===== src/sv/assert_macros.svh =====
// Assertion macros shared by the deframer RTL.
// Depends on nothing; files that check their own logic include it.
`ifndef ASSERT_MACROS_SVH
`define ASSERT_MACROS_SVH

// Same-cycle implication, disabled while reset is high.
`define TPD_ASSERT_IMPL(label, clk, rst, ante, cons, msg) \
   label: assert property (@(posedge clk) disable iff (rst) (ante) |-> (cons)) \
      else $error(msg);

// Next-cycle implication, disabled while reset is high.
`define TPD_ASSERT_NEXT(label, clk, rst, ante, cons, msg) \
   label: assert property (@(posedge clk) disable iff (rst) (ante) |=> (cons)) \
      else $error(msg);

`endif


===== src/sv/tpd_pkg.sv =====
// Types, codes, constants and the CRC-32 byte update for the deframer.
// Depends on nothing; the top, front, queue and back of the block import it.
`timescale 1ns / 1ps
`default_nettype none

package tpd_pkg;

   // Header bytes in front of the payload: four id bytes, four CRC bytes.
   localparam int HEADER_BYTES = 8;

   localparam logic [31:0] CRC_POLY = 32'hEDB8_8320;
   localparam logic [31:0] CRC_INIT = 32'hFFFF_FFFF;

   typedef enum logic [1:0] {
      CSR_TUNNEL_MODE  = 2'd0,
      CSR_TUNNEL_IDENT = 2'd1,
      CSR_PEER_HEADER  = 2'd2,
      CSR_SCRAMBLE_KEY = 2'd3
   } csr_index_type;

   typedef enum logic [2:0] {
      ST_OK           = 3'd0,
      ST_TOO_SHORT    = 3'd1,
      ST_HDR_MISMATCH = 3'd2,
      ST_CRC_MISMATCH = 3'd3,
      ST_TOO_LONG     = 3'd4
   } status_type;

   // One classified word handed from the front to the back.
   typedef struct packed {
      logic [7:0]  plain;       // descrambled byte
      logic        crc_feed;    // byte is payload and enters the CRC
      logic        emit;        // byte is delivered as payload
      logic        last;        // final byte of the datagram
      status_type  status;      // frame status before the CRC check
      logic [10:0] length;      // payload length, zero unless last
      logic [15:0] sender;      // sender id, zero unless last
      logic [31:0] stored_crc;  // CRC carried in the header
   } item_type;

   // Reflected CRC-32 update over one byte.
   function automatic logic [31:0] crc_byte(input logic [31:0] crc, input logic [7:0] b);
      logic [31:0] c;
      c = crc ^ {24'd0, b};
      for (int k = 0; k < 8; k++) begin
         c = c[0] ? ((c >> 1) ^ CRC_POLY) : (c >> 1);
      end
      return c;
   endfunction

endpackage

`default_nettype wire


===== src/sv/tpd_if.sv =====
// Channel interfaces of the deframer: byte input, result output, register writes.
// Depends on nothing.
`timescale 1ns / 1ps
`default_nettype none

interface tpd_req_if;
   logic       valid;
   logic       ready;
   logic [7:0] rx_byte;
   logic       rx_last;

   modport source (output valid, rx_byte, rx_last, input ready);
   modport sink   (input valid, rx_byte, rx_last, output ready);
endinterface

interface tpd_rsp_if;
   logic        valid;
   logic        ready;
   logic [7:0]  payload_byte;
   logic        payload_valid;
   logic        frame_end;
   logic [2:0]  frame_status;
   logic [10:0] payload_length;
   logic [15:0] sender_ident;

   modport source (output valid, payload_byte, payload_valid, frame_end, frame_status,
                   payload_length, sender_ident, input ready);
   modport sink   (input valid, payload_byte, payload_valid, frame_end, frame_status,
                   payload_length, sender_ident, output ready);
endinterface

interface tpd_csr_if;
   logic        valid;
   logic        ready;
   logic [1:0]  index;
   logic [31:0] data;

   modport source (output valid, index, data, input ready);
   modport sink   (input valid, index, data, output ready);
endinterface

`default_nettype wire


===== src/sv/tunnel_packet_deframer_top.sv =====
// Top level of the tunnel datagram deframer: front, queue and back.
// Uses tpd_pkg, tpd_if, tpd_front, tpd_queue and tpd_back.
`timescale 1ns / 1ps
`default_nettype none

// The deframer takes one datagram byte per word on req_chan, the final byte
// marked by rx_last, and sustains one byte per clock cycle while the queue has
// room. The front checks the header, captures the stored CRC and descrambles
// payload bytes combinationally; the back updates the CRC-32 one byte per cycle
// while its result register can be drained, and that byte update sets the clock
// period. A payload byte is written into the queue at the edge that accepts it
// and moves into the result register when the back pops it; from there it is
// offered on rsp_chan. The result for the final byte carries status, length and
// sender id. Register writes on csr_chan are taken at once and should only be
// made between datagrams. QUEUE_DEPTH (2 or more) sets how many words the back
// can fall behind before the input stalls.

module tunnel_packet_deframer_top
   import tpd_pkg::*;
#(
   parameter int MAX_PAYLOAD = 1024,
   parameter int QUEUE_DEPTH = 2
) (
   input  wire logic  clock,
   input  wire logic  reset,
   tpd_req_if.sink    req_chan,
   tpd_rsp_if.source  rsp_chan,
   tpd_csr_if.sink    csr_chan
);

   item_type push_item;
   item_type pop_item;
   logic     push_valid, push_ready;
   logic     pop_valid, pop_ready;

   // Classification of incoming bytes.
   tpd_front #(
      .MAX_PAYLOAD (MAX_PAYLOAD)
   ) u_front (
      .clock      (clock),
      .reset      (reset),
      .req_chan   (req_chan),
      .csr_chan   (csr_chan),
      .item_out   (push_item),
      .item_valid (push_valid),
      .item_ready (push_ready)
   );

   // Decoupling queue.
   tpd_queue #(
      .DEPTH (QUEUE_DEPTH)
   ) u_queue (
      .clock      (clock),
      .reset      (reset),
      .push_valid (push_valid),
      .push_ready (push_ready),
      .push_item  (push_item),
      .pop_valid  (pop_valid),
      .pop_ready  (pop_ready),
      .pop_item   (pop_item)
   );

   // CRC check and result delivery.
   tpd_back u_back (
      .clock     (clock),
      .reset     (reset),
      .pop_valid (pop_valid),
      .pop_ready (pop_ready),
      .pop_item  (pop_item),
      .rsp_chan  (rsp_chan)
   );

endmodule

`default_nettype wire


===== src/sv/tpd_front.sv =====
// Front of the deframer: configuration registers, byte position tracking,
// header capture, descrambling and frame classification. Uses tpd_pkg, tpd_if.
`timescale 1ns / 1ps
`default_nettype none

module tpd_front
   import tpd_pkg::*;
#(
   parameter int MAX_PAYLOAD = 1024
) (
   input  wire logic  clock,
   input  wire logic  reset,
   tpd_req_if.sink    req_chan,
   tpd_csr_if.sink    csr_chan,
   output item_type   item_out,
   output logic       item_valid,
   input  wire logic  item_ready
);

   localparam int LIMIT = MAX_PAYLOAD + HEADER_BYTES;
   localparam int CW    = $clog2(LIMIT + 2);
   localparam logic [CW-1:0] LIMIT_C = CW'(LIMIT);
   localparam logic [CW-1:0] MAX_C   = CW'(MAX_PAYLOAD);
   localparam logic [CW-1:0] HDR_C   = CW'(HEADER_BYTES);
   localparam logic [CW-1:0] CRC_POS = CW'(4);

   logic          mode_ff;
   logic [15:0]   ident_ff;
   logic [31:0]   peer_ff;
   logic [31:0]   key_ff;

   logic [CW-1:0] count_ff, count_in;
   logic [31:0]   header_ff, header_in;
   logic [31:0]   scrc_ff, scrc_in;
   logic          too_long_ff, too_long_in;

   logic          accept;
   logic          is_payload;
   logic [7:0]    plain;
   logic          match;
   logic [CW-1:0] len_full;
   logic [CW-1:0] len_sat;
   status_type    status;

   // Register writes are taken at once.
   assign csr_chan.ready = 1'b1;

   always_ff @(posedge clock) begin
      if (reset) begin
         mode_ff  <= 1'b0;
         ident_ff <= '0;
         peer_ff  <= '0;
         key_ff   <= '0;
      end else if (csr_chan.valid) begin
         case (csr_index_type'(csr_chan.index))
            CSR_TUNNEL_MODE:  mode_ff  <= csr_chan.data[0];
            CSR_TUNNEL_IDENT: ident_ff <= csr_chan.data[15:0];
            CSR_PEER_HEADER:  peer_ff  <= csr_chan.data;
            CSR_SCRAMBLE_KEY: key_ff   <= csr_chan.data;
            default: ;
         endcase
      end
   end

   // A byte is taken whenever the queue has room.
   assign req_chan.ready = item_ready;
   assign accept         = req_chan.valid && item_ready;

   // Place the byte by its position in the datagram.
   always_comb begin
      header_in   = header_ff;
      scrc_in     = scrc_ff;
      too_long_in = too_long_ff;
      is_payload  = 1'b0;
      plain       = '0;
      if (count_ff < CRC_POS) begin
         header_in[8*count_ff[1:0] +: 8] = req_chan.rx_byte;
      end else if (count_ff < HDR_C) begin
         scrc_in[8*count_ff[1:0] +: 8] = req_chan.rx_byte;
      end else if (count_ff >= LIMIT_C) begin
         too_long_in = 1'b1;
      end else begin
         // The header is a multiple of four bytes, so the key lane follows the position.
         is_payload = 1'b1;
         plain      = req_chan.rx_byte ^ key_ff[8*count_ff[1:0] +: 8];
      end
   end

   // The count saturates just past the limit.
   assign count_in = (count_ff <= LIMIT_C) ? count_ff + 1'b1 : count_ff;

   assign match = mode_ff ? (header_in[31:16] == ident_ff) : (header_in == peer_ff);

   assign len_full = count_in - HDR_C;
   assign len_sat  = (len_full > MAX_C) ? MAX_C : len_full;

   // Frame status in priority order; the back adds the CRC verdict.
   always_comb begin
      if (count_in <= HDR_C) begin
         status = ST_TOO_SHORT;
      end else if (too_long_in) begin
         status = ST_TOO_LONG;
      end else if (!match) begin
         status = ST_HDR_MISMATCH;
      end else begin
         status = ST_OK;
      end
   end

   // Header bytes that do not end the datagram leave nothing for the back.
   assign item_valid = accept && (is_payload || req_chan.rx_last);

   always_comb begin
      item_out            = '0;
      item_out.plain      = plain;
      item_out.crc_feed   = is_payload;
      item_out.emit       = is_payload && match;
      item_out.last       = req_chan.rx_last;
      item_out.stored_crc = scrc_in;
      item_out.status     = ST_OK;
      if (req_chan.rx_last) begin
         item_out.status = status;
         item_out.length = (count_in <= HDR_C) ? 11'd0 : 11'(len_sat);
         item_out.sender = mode_ff ? header_in[15:0] : 16'd0;
      end
   end

   // Frame state advances per byte and clears after the final one.
   always_ff @(posedge clock) begin
      if (reset) begin
         count_ff    <= '0;
         header_ff   <= '0;
         scrc_ff     <= '0;
         too_long_ff <= 1'b0;
      end else if (accept) begin
         if (req_chan.rx_last) begin
            count_ff    <= '0;
            header_ff   <= '0;
            scrc_ff     <= '0;
            too_long_ff <= 1'b0;
         end else begin
            count_ff    <= count_in;
            header_ff   <= header_in;
            scrc_ff     <= scrc_in;
            too_long_ff <= too_long_in;
         end
      end
   end

endmodule

`default_nettype wire


===== src/sv/tpd_queue.sv =====
// Short queue of classified words between the front and the back.
// Uses tpd_pkg for the word type.
`timescale 1ns / 1ps
`default_nettype none

module tpd_queue
   import tpd_pkg::*;
#(
   parameter int DEPTH = 2
) (
   input  wire logic  clock,
   input  wire logic  reset,
   input  wire logic  push_valid,
   output logic       push_ready,
   input  item_type   push_item,
   output logic       pop_valid,
   input  wire logic  pop_ready,
   output item_type   pop_item
);

   localparam int PW = $clog2(DEPTH);
   localparam int NW = $clog2(DEPTH + 1);
   localparam logic [PW-1:0] LAST_PTR = PW'(DEPTH - 1);
   localparam logic [NW-1:0] FULL_N   = NW'(DEPTH);

   item_type      slot_ff [DEPTH];
   logic [PW-1:0] wr_ptr_ff, rd_ptr_ff;
   logic [NW-1:0] fill_ff;
   logic          push, pop;

   assign push_ready = (fill_ff != FULL_N);
   assign pop_valid  = (fill_ff != '0);
   assign pop_item   = slot_ff[rd_ptr_ff];
   assign push       = push_valid && push_ready;
   assign pop        = pop_valid && pop_ready;

   // Storage needs no reset.
   always_ff @(posedge clock) begin
      if (push) begin
         slot_ff[wr_ptr_ff] <= push_item;
      end
   end

   // Pointers wrap at the depth; the fill level tracks push and pop.
   always_ff @(posedge clock) begin
      if (reset) begin
         wr_ptr_ff <= '0;
         rd_ptr_ff <= '0;
         fill_ff   <= '0;
      end else begin
         if (push) begin
            wr_ptr_ff <= (wr_ptr_ff == LAST_PTR) ? '0 : wr_ptr_ff + 1'b1;
         end
         if (pop) begin
            rd_ptr_ff <= (rd_ptr_ff == LAST_PTR) ? '0 : rd_ptr_ff + 1'b1;
         end
         if (push && !pop) begin
            fill_ff <= fill_ff + 1'b1;
         end else if (pop && !push) begin
            fill_ff <= fill_ff - 1'b1;
         end
      end
   end

endmodule

`default_nettype wire


===== src/sv/tpd_back.sv =====
// Back of the deframer: running CRC over the payload, final status and the
// result output register. Uses tpd_pkg, tpd_if and assert_macros.svh.
`timescale 1ns / 1ps
`default_nettype none
`include "assert_macros.svh"

module tpd_back
   import tpd_pkg::*;
(
   input  wire logic  clock,
   input  wire logic  reset,
   input  wire logic  pop_valid,
   output logic       pop_ready,
   input  item_type   pop_item,
   tpd_rsp_if.source  rsp_chan
);

   logic        out_valid_ff;
   logic [31:0] crc_ff;
   logic [31:0] crc_in;
   logic [7:0]  byte_ff;
   logic        pvalid_ff;
   logic        end_ff;
   logic [2:0]  status_ff;
   logic [10:0] length_ff;
   logic [15:0] sender_ff;

   logic        pop;
   logic        has_result;
   status_type  status_fin;

   // A word is taken when the output register is empty or being drained.
   assign pop_ready  = !out_valid_ff || rsp_chan.ready;
   assign pop        = pop_valid && pop_ready;
   assign has_result = pop_item.emit || pop_item.last;

   assign crc_in = pop_item.crc_feed ? crc_byte(crc_ff, pop_item.plain) : crc_ff;

   // The CRC verdict only applies when no earlier check failed.
   always_comb begin
      status_fin = pop_item.status;
      if (pop_item.last && pop_item.status == ST_OK && ~crc_in != pop_item.stored_crc) begin
         status_fin = ST_CRC_MISMATCH;
      end
   end

   // Control: output valid and the running CRC, rearmed after each datagram.
   always_ff @(posedge clock) begin
      if (reset) begin
         out_valid_ff <= 1'b0;
         crc_ff       <= CRC_INIT;
      end else if (pop) begin
         out_valid_ff <= has_result;
         crc_ff       <= pop_item.last ? CRC_INIT : crc_in;
      end else if (rsp_chan.ready) begin
         out_valid_ff <= 1'b0;
      end
   end

   // Result word.
   always_ff @(posedge clock) begin
      if (pop && has_result) begin
         byte_ff   <= pop_item.emit ? pop_item.plain : 8'd0;
         pvalid_ff <= pop_item.emit;
         end_ff    <= pop_item.last;
         status_ff <= status_fin;
         length_ff <= pop_item.length;
         sender_ff <= pop_item.sender;
      end
   end

   assign rsp_chan.valid          = out_valid_ff;
   assign rsp_chan.payload_byte   = byte_ff;
   assign rsp_chan.payload_valid  = pvalid_ff;
   assign rsp_chan.frame_end      = end_ff;
   assign rsp_chan.frame_status   = status_ff;
   assign rsp_chan.payload_length = length_ff;
   assign rsp_chan.sender_ident   = sender_ff;

   `TPD_ASSERT_IMPL(a_result_has_content, clock, reset, rsp_chan.valid,
      rsp_chan.payload_valid || rsp_chan.frame_end,
      "result word carries neither payload nor frame end")
   `TPD_ASSERT_IMPL(a_idle_byte_zero, clock, reset,
      rsp_chan.valid && !rsp_chan.payload_valid, rsp_chan.payload_byte == 8'd0,
      "payload byte not zero without payload")
   `TPD_ASSERT_IMPL(a_mid_frame_clean, clock, reset, rsp_chan.valid && !rsp_chan.frame_end,
      rsp_chan.frame_status == ST_OK && rsp_chan.payload_length == 11'd0 &&
      rsp_chan.sender_ident == 16'd0,
      "frame summary set before frame end")
   `TPD_ASSERT_NEXT(a_crc_rearm, clock, reset, pop && pop_item.last, crc_ff == CRC_INIT,
      "running CRC not rearmed after a datagram")

endmodule

`default_nettype wire


===== src/flat_wrapper.sv =====
// flat-port wrapper written by rule: the top's interface ports become plain ports
module tunnel_packet_deframer_top_flat import tpd_pkg::*;
#(
   parameter int MAX_PAYLOAD = 1024,
   parameter int QUEUE_DEPTH = 2
)
  (clock, reset, req_chan_valid, req_chan_rx_byte, req_chan_rx_last, req_chan_ready, rsp_chan_valid, rsp_chan_payload_byte, rsp_chan_payload_valid, rsp_chan_frame_end, rsp_chan_frame_status, rsp_chan_payload_length, rsp_chan_sender_ident, rsp_chan_ready, csr_chan_valid, csr_chan_index, csr_chan_data, csr_chan_ready);
  tpd_req_if req_chan_i ();
  tpd_rsp_if rsp_chan_i ();
  tpd_csr_if csr_chan_i ();
  input  wire logic clock;
  input  wire logic reset;
  input wire logic [$bits(req_chan_i.valid)-1:0] req_chan_valid;
  input wire logic [$bits(req_chan_i.rx_byte)-1:0] req_chan_rx_byte;
  input wire logic [$bits(req_chan_i.rx_last)-1:0] req_chan_rx_last;
  output wire logic [$bits(req_chan_i.ready)-1:0] req_chan_ready;
  output wire logic [$bits(rsp_chan_i.valid)-1:0] rsp_chan_valid;
  output wire logic [$bits(rsp_chan_i.payload_byte)-1:0] rsp_chan_payload_byte;
  output wire logic [$bits(rsp_chan_i.payload_valid)-1:0] rsp_chan_payload_valid;
  output wire logic [$bits(rsp_chan_i.frame_end)-1:0] rsp_chan_frame_end;
  output wire logic [$bits(rsp_chan_i.frame_status)-1:0] rsp_chan_frame_status;
  output wire logic [$bits(rsp_chan_i.payload_length)-1:0] rsp_chan_payload_length;
  output wire logic [$bits(rsp_chan_i.sender_ident)-1:0] rsp_chan_sender_ident;
  input wire logic [$bits(rsp_chan_i.ready)-1:0] rsp_chan_ready;
  input wire logic [$bits(csr_chan_i.valid)-1:0] csr_chan_valid;
  input wire logic [$bits(csr_chan_i.index)-1:0] csr_chan_index;
  input wire logic [$bits(csr_chan_i.data)-1:0] csr_chan_data;
  output wire logic [$bits(csr_chan_i.ready)-1:0] csr_chan_ready;
  assign req_chan_i.valid = req_chan_valid;
  assign req_chan_i.rx_byte = req_chan_rx_byte;
  assign req_chan_i.rx_last = req_chan_rx_last;
  assign req_chan_ready = req_chan_i.ready;
  assign rsp_chan_valid = rsp_chan_i.valid;
  assign rsp_chan_payload_byte = rsp_chan_i.payload_byte;
  assign rsp_chan_payload_valid = rsp_chan_i.payload_valid;
  assign rsp_chan_frame_end = rsp_chan_i.frame_end;
  assign rsp_chan_frame_status = rsp_chan_i.frame_status;
  assign rsp_chan_payload_length = rsp_chan_i.payload_length;
  assign rsp_chan_sender_ident = rsp_chan_i.sender_ident;
  assign rsp_chan_i.ready = rsp_chan_ready;
  assign csr_chan_i.valid = csr_chan_valid;
  assign csr_chan_i.index = csr_chan_index;
  assign csr_chan_i.data = csr_chan_data;
  assign csr_chan_ready = csr_chan_i.ready;
  tunnel_packet_deframer_top #(.MAX_PAYLOAD(MAX_PAYLOAD), .QUEUE_DEPTH(QUEUE_DEPTH)) u_core (.clock(clock), .reset(reset), .req_chan(req_chan_i), .rsp_chan(rsp_chan_i), .csr_chan(csr_chan_i));
endmodule

===== config.mk =====
export PLATFORM = sky130hd
export DESIGN_NAME = tunnel_packet_deframer_top_flat
export DESIGN_NICKNAME = d
export VERILOG_FILES = /design/src/sv/tpd_pkg.sv /design/src/sv/tpd_if.sv /design/src/sv/tunnel_packet_deframer_top.sv /design/src/sv/tpd_front.sv /design/src/sv/tpd_queue.sv /design/src/sv/tpd_back.sv /design/src/flat_wrapper.sv
export VERILOG_INCLUDE_DIRS = /design/src /design/src/sv
export SDC_FILE = /design/constraint.sdc
export NUM_CORES = 1
export LEC_CHECK = 0
export ABC_CLOCK_PERIOD_IN_PS = 5100
export BUFFER_PORTS_ARGS = -buffer_cell sky130_fd_sc_hd__buf_2
export CORE_ASPECT_RATIO = 1.5
export CORE_MARGIN = 3
export CORE_UTILIZATION = 58
export CTS_BUF_LIST = sky130_fd_sc_hd__clkbuf_2 sky130_fd_sc_hd__clkbuf_4 sky130_fd_sc_hd__clkbuf_8
export CTS_CLUSTER_DIAMETER = 50
export DETAILED_ROUTE_END_ITERATION = 7
export PLACE_DENSITY = 0.88
export SLEW_MARGIN = 40
export SYNTH_ARGS = -nofsm -noshare
export SYNTH_HDL_FRONTEND = slang
export SYNTH_SLANG_ARGS = --single-unit

===== constraint.sdc =====
create_clock -name clock -period 5.1 [get_ports clock]
set_input_delay 0.765 -clock clock [delete_from_list [all_inputs] [get_ports clock]]
set_output_delay 0.765 -clock clock [all_outputs]
set_load 0.02 [all_outputs]

==> metrics.txt <==
# TYPE chip_impl_metric gauge
chip_impl_metric{name="grt_first_pass_wirelength",unit="mm"} 72.3
chip_impl_info{name="run_status",value="completed"} 1
chip_impl_metric{name="clock_skew",unit="ns"} 0.0179
chip_impl_metric{name="setup_viol_count_final",unit=""} 0
chip_impl_metric{name="cp_max_fo",unit=""} 26
chip_impl_metric{name="die_w",unit="um"} 150
chip_impl_metric{name="cts.repair_timing.setup_buffer_count",unit=""} 0
chip_impl_info{name="hold_path_class",value="input pin to register"} 1
chip_impl_info{name="cts_tree",value="yes"} 1
chip_impl_metric{name="final_antenna_net_count",unit=""} 0
chip_impl_metric{name="regToRegSetupSlack",unit="ns"} 0.57
chip_impl_metric{name="num_rows",unit=""} 78
chip_impl_metric{name="grt_max_degree",unit=""} 111
chip_impl_metric{name="port_buffers",unit=""} 89
chip_impl_metric{name="syn_nets",unit=""} 1743
chip_impl_info{name="critPathKind",value="register to register"} 1
chip_impl_metric{name="max_slew.worst_pin.slew",unit="ns"} 0.819
chip_impl_info{name="clockRootBuffer",value="clkbuf_8"} 1
chip_impl_metric{name="r2r_cells",unit=""} 11
chip_impl_metric{name="clock_sink_count",unit=""} 381
chip_impl_metric{name="clk_transition_reported_paths",unit="ns"} 0.07
chip_impl_metric{name="setup_tns",unit="ns"} 0
chip_impl_metric{name="remaining_drc_errors",unit=""} 0
chip_impl_metric{name="post_drt_wl_per_cell",unit="um"} 21.2
chip_impl_metric{name="gr-usage-all-layers",unit="%"} 27.8
chip_impl_metric{name="post_cts_hold_buffer_count",unit=""} 0
chip_impl_metric{name="post_drt_via_cell_ratio",unit=""} 5.98
chip_impl_metric{name="placed_cells",unit=""} 2103
chip_impl_metric{name="synth_seq_cells",unit=""} 381
chip_impl_metric{name="route.final.wire_length",unit="mm"} 46.7
chip_impl_metric{name="grt_ovf",unit=""} 0
chip_impl_info{name="cp_common_cell",value="xnor2_2"} 1
chip_impl_info{name="cp_top_family",value="compound AO/OA/AOI/OAI gates"} 1
chip_impl_metric{name="fp.dieArea",unit="um2"} 33200
chip_impl_metric{name="gp_congestion",unit=""} 0.973
chip_impl_metric{name="achievable-frequency",unit="MHz"} 221
chip_impl_metric{name="hpwlAfterDp",unit="mm"} 34.1
chip_impl_metric{name="post_synth.cell_area_avg",unit="um2"} 10.7
chip_impl_metric{name="post-route-period-util",unit="%"} 88.9
chip_impl_metric{name="internal_power_component",unit="mW"} 6.68
chip_impl_info{name="crit_path_end_kind",value="register"} 1
chip_impl_metric{name="floorplan.die.height",unit="um"} 222
chip_impl_metric{name="syn_to_final_growth",unit="%"} 11.5
chip_impl_metric{name="cap_viol_max_count",unit=""} 0
chip_impl_metric{name="maxSlewHeadroom",unit="%"} 45.1
chip_impl_metric{name="total_power_density_per_cell_area",unit="nW/um2"} 506
chip_impl_metric{name="final.min_clock_period",unit="ns"} 4.53
chip_impl_info{name="min_from",value="csr_chan_data[27]"} 1
chip_impl_metric{name="layout_cell_share_with_drive_strength_beyond_1",unit="%"} 17.6
chip_impl_metric{name="cts_resized",unit=""} 0
chip_impl_metric{name="total_power",unit="mW"} 10.2
chip_impl_metric{name="post_synth_inst_count",unit=""} 1687
chip_impl_metric{name="maxSlewViolCount",unit=""} 0
chip_impl_metric{name="p_clk_share",unit="%"} 25.5
chip_impl_metric{name="power_frac_seq",unit="%"} 37.6
chip_impl_info{name="regToRegEndpoint",value="u_core.u_back.rsp_chan.frame_status[1]"} 1
chip_impl_metric{name="final_net_count",unit=""} 1816
chip_impl_metric{name="post_synth_num_cell_types",unit=""} 66
chip_impl_metric{name="cts_buffers",unit=""} 55
chip_impl_metric{name="nFillCells",unit=""} 2231
chip_impl_metric{name="worst_skew_pair.late_latency",unit="ns"} 0.62
chip_impl_metric{name="grt_antenna_before_repair",unit=""} 0
chip_impl_metric{name="number_of_warnings_reported_in_the_yosys_synthesis_log",unit=""} 0
chip_impl_metric{name="number_of_primary_i_o_pins",unit=""} 91
chip_impl_metric{name="drt_pre_antenna_iters",unit=""} 6
chip_impl_metric{name="cp_num_buf_inv",unit=""} 1
chip_impl_metric{name="power.ir.vdd_worst",unit="mV"} 0.234
chip_impl_metric{name="synth.yosys.seq_area_share",unit="%"} 52.7
chip_impl_metric{name="coreArea",unit="um2"} 30400
chip_impl_metric{name="worst_path_arrival_time",unit="ns"} 4.86
chip_impl_metric{name="vias_in_the_first_global_route",unit=""} 13200
chip_impl_info{name="grt_setup_unrepaired",value="no"} 1
chip_impl_metric{name="finalHoldViolCount",unit=""} 0
chip_impl_metric{name="antenna-diode-count",unit=""} 0
chip_impl_metric{name="netlist_area",unit="um2"} 18000
chip_impl_metric{name="asyncSetResetFlopFracSynth",unit="%"} 0
chip_impl_info{name="start_kind",value="register"} 1
chip_impl_info{name="synth-main-ff-cell",value="dfxtp_1"} 1
chip_impl_metric{name="switching_share",unit="%"} 34.2
chip_impl_metric{name="via_count",unit=""} 13200
chip_impl_metric{name="drt-initial-drc-count",unit=""} 971
chip_impl_metric{name="cts_buffer_depth",unit=""} 3
chip_impl_metric{name="utilization",unit="%"} 65.9
chip_impl_info{name="cell_chain_of_the_critical_path",value="mux2i_1 -> xnor2_2 -> xnor2_2 -> buf_4 -> xnor2_1 -> or3_1 -> a221o_1 -> a2111oi_0 -> o2111ai_1 -> a211oi_1 -> a21oi_1"} 1
chip_impl_metric{name="p_leak",unit="nW"} 7.37
chip_impl_metric{name="cpPeakStageDelay",unit="ns"} 0.70
chip_impl_metric{name="comb_power_share",unit="%"} 36.9
chip_impl_metric{name="power.switching",unit="mW"} 3.47
chip_impl_metric{name="cp.required",unit="ns"} 5.43
chip_impl_info{name="slowest_stage",value="xnor2_2"} 1
chip_impl_metric{name="htreeDepth",unit=""} 2
chip_impl_metric{name="layoutNonFillerInstCount",unit=""} 2205
chip_impl_metric{name="initial_utilization",unit="%"} 59.1
chip_impl_metric{name="hold_path_depth",unit=""} 3
chip_impl_metric{name="synth_enable_flop_cells",unit=""} 186
chip_impl_info{name="worst_hold_path.endpoint",value="u_core.u_front.key_ff[27]"} 1
[kinds of logic after synthesis]
group	synth area share, %
AO/OA/AOI/OAI	10.2
XOR/XNOR	12.3
adder cells (fa/ha/maj)	0.556
buffers and inverters	2.73
flip-flops	52.7
multiplexers	8.12
other	0.0208
AND/OR/NAND/NOR	13.3
[layout by cell type, fill, tap and decap left out, types with 15 or more instances in the layout]
cell type	n
xor2_1	59
dfxtp_1	194
and2_1	17
mux2_2	50
mux2i_1	59
clkbuf_8	67
nand2b_1	28
o21ai_0	36
nand2_1	234
inv_1	33
clkbuf_4	16
buf_2	88
a21oi_1	140
edfxtp_1	186
xnor2_1	97
xnor3_1	18
o22ai_1	24
a22oi_1	55
nor2_1	184
buf_4	15
[worst min-delay path, delay by kind of cell]
family,cells,cell delay (ns)
buffers and inverters,1,0.10
and+or+nand+nor,1,0.05
AOI/OAI and AO/OA,1,0.05
[power by group through the flow]
stage | combinational, mW | clock [mW] | sequential (mW)
finish | 3.75 | 2.59 | 3.81
detailed placement | 3.71 | 0 | 3.88
global placement | 3.63 | 0 | 3.86
global route | 3.97 | 2.76 | 3.84
floorplan | 2.69 | 0 | 3.94
CTS | 3.73 | 2.63 | 3.81
[how the worst max path moves through the flow]
stage / cells past startpoint / end / slack, ns
after global placement: 11 / u_core.u_back.rsp_chan.frame_status[0] / 0.80
after detailed placement: 11 / u_core.u_back.rsp_chan.frame_status[1] / 0.62
after CTS: 11 / u_core.u_back.rsp_chan.frame_status[1] / 0.57
after floorplan: 7 / u_core.u_back.rsp_chan.frame_end / 0.44
final: 11 / u_core.u_back.rsp_chan.frame_status[1] / 0.57
after global routing: 11 / u_core.u_back.rsp_chan.frame_status[0] / 0.33
[sequential cells by signal, summed over array words and instances, names as in the netlist, 16 cells and up, named ones only]
| name | cells |
|---|---|
| u_core.u_back.crc_ff | 32 |
| u_core.u_front.peer_ff | 32 |
| u_core.u_front.ident_ff | 16 |
| u_core.u_queue.slot_ff | 146 |
| u_core.u_front.scrc_ff | 32 |
| u_core.u_front.header_ff | 32 |
| u_core.u_back.rsp_chan.sender_ident | 16 |
| u_core.u_front.key_ff | 32 |
[cells in the mapped netlist, types with 6 or more instances]
| library cell | count | area (um2) |
|---|---|---|
| a21oi_1 | 142 | 711 |
| nand4_1 | 10 | 62.6 |
| nor2_1 | 187 | 702 |
| a22oi_1 | 55 | 413 |
| xnor2_2 | 6 | 97.6 |
| o21ai_0 | 36 | 180 |
| and2_1 | 18 | 113 |
| or2_2 | 12 | 75.1 |
| nor4_1 | 13 | 81.3 |
| mux2i_1 | 59 | 591 |
| ha_1 | 8 | 100 |
| mux4_2 | 8 | 180 |
| xor2_1 | 59 | 517 |
| xnor2_4 | 8 | 220 |
| o22ai_1 | 24 | 150 |
| a32oi_1 | 6 | 52.6 |
| nand2b_1 | 28 | 175 |
| nand3_1 | 10 | 50.1 |
| inv_1 | 33 | 124 |
| xnor2_1 | 98 | 858 |
| and3_1 | 9 | 56.3 |
| dfxtp_1 | 195 | 3900 |
| clkbuf_1 | 79 | 297 |
| mux2_2 | 50 | 563 |
| nand2_1 | 235 | 882 |
| xnor3_1 | 18 | 405 |
| nor3_1 | 12 | 60.1 |
| edfxtp_1 | 186 | 5590 |
[final cells by class]
cell class              instances  area [um2]  share of cell area (%)
flip-flops and latches        381        9490                    47.3
well taps                     400         500                    2.49
clock buffers                  82        1030                    5.12
repair buffers                107         634                    3.16
multi-input cells            1182        8110                    40.4
inverters                      33         124                   0.617
clock inverters                20         184                   0.916
[routing by layer]
metal  vias to the layer above  global-route usage [%]  wire length, um
met5                         -                       0                0
met4                         0                    16.1             3100
met3                       183                    4.07             2690
met2                       594                    48.8            24100
met1                      6324                    31.9            16900
li1                       6076                       -                -
[stage by stage]
step                      worst slack [ns]  area [um2]  hold slack, ns
after floorplan                      0.435       18000           0.433
after global placement               0.805       18800           0.439
after detailed placement             0.622       18900           0.446
after CTS                            0.571       20100           0.380
after global routing                 0.331       20100           0.402
final                                0.567       20100           0.406
No activity file was read; power rests on OpenSTA's default activity.
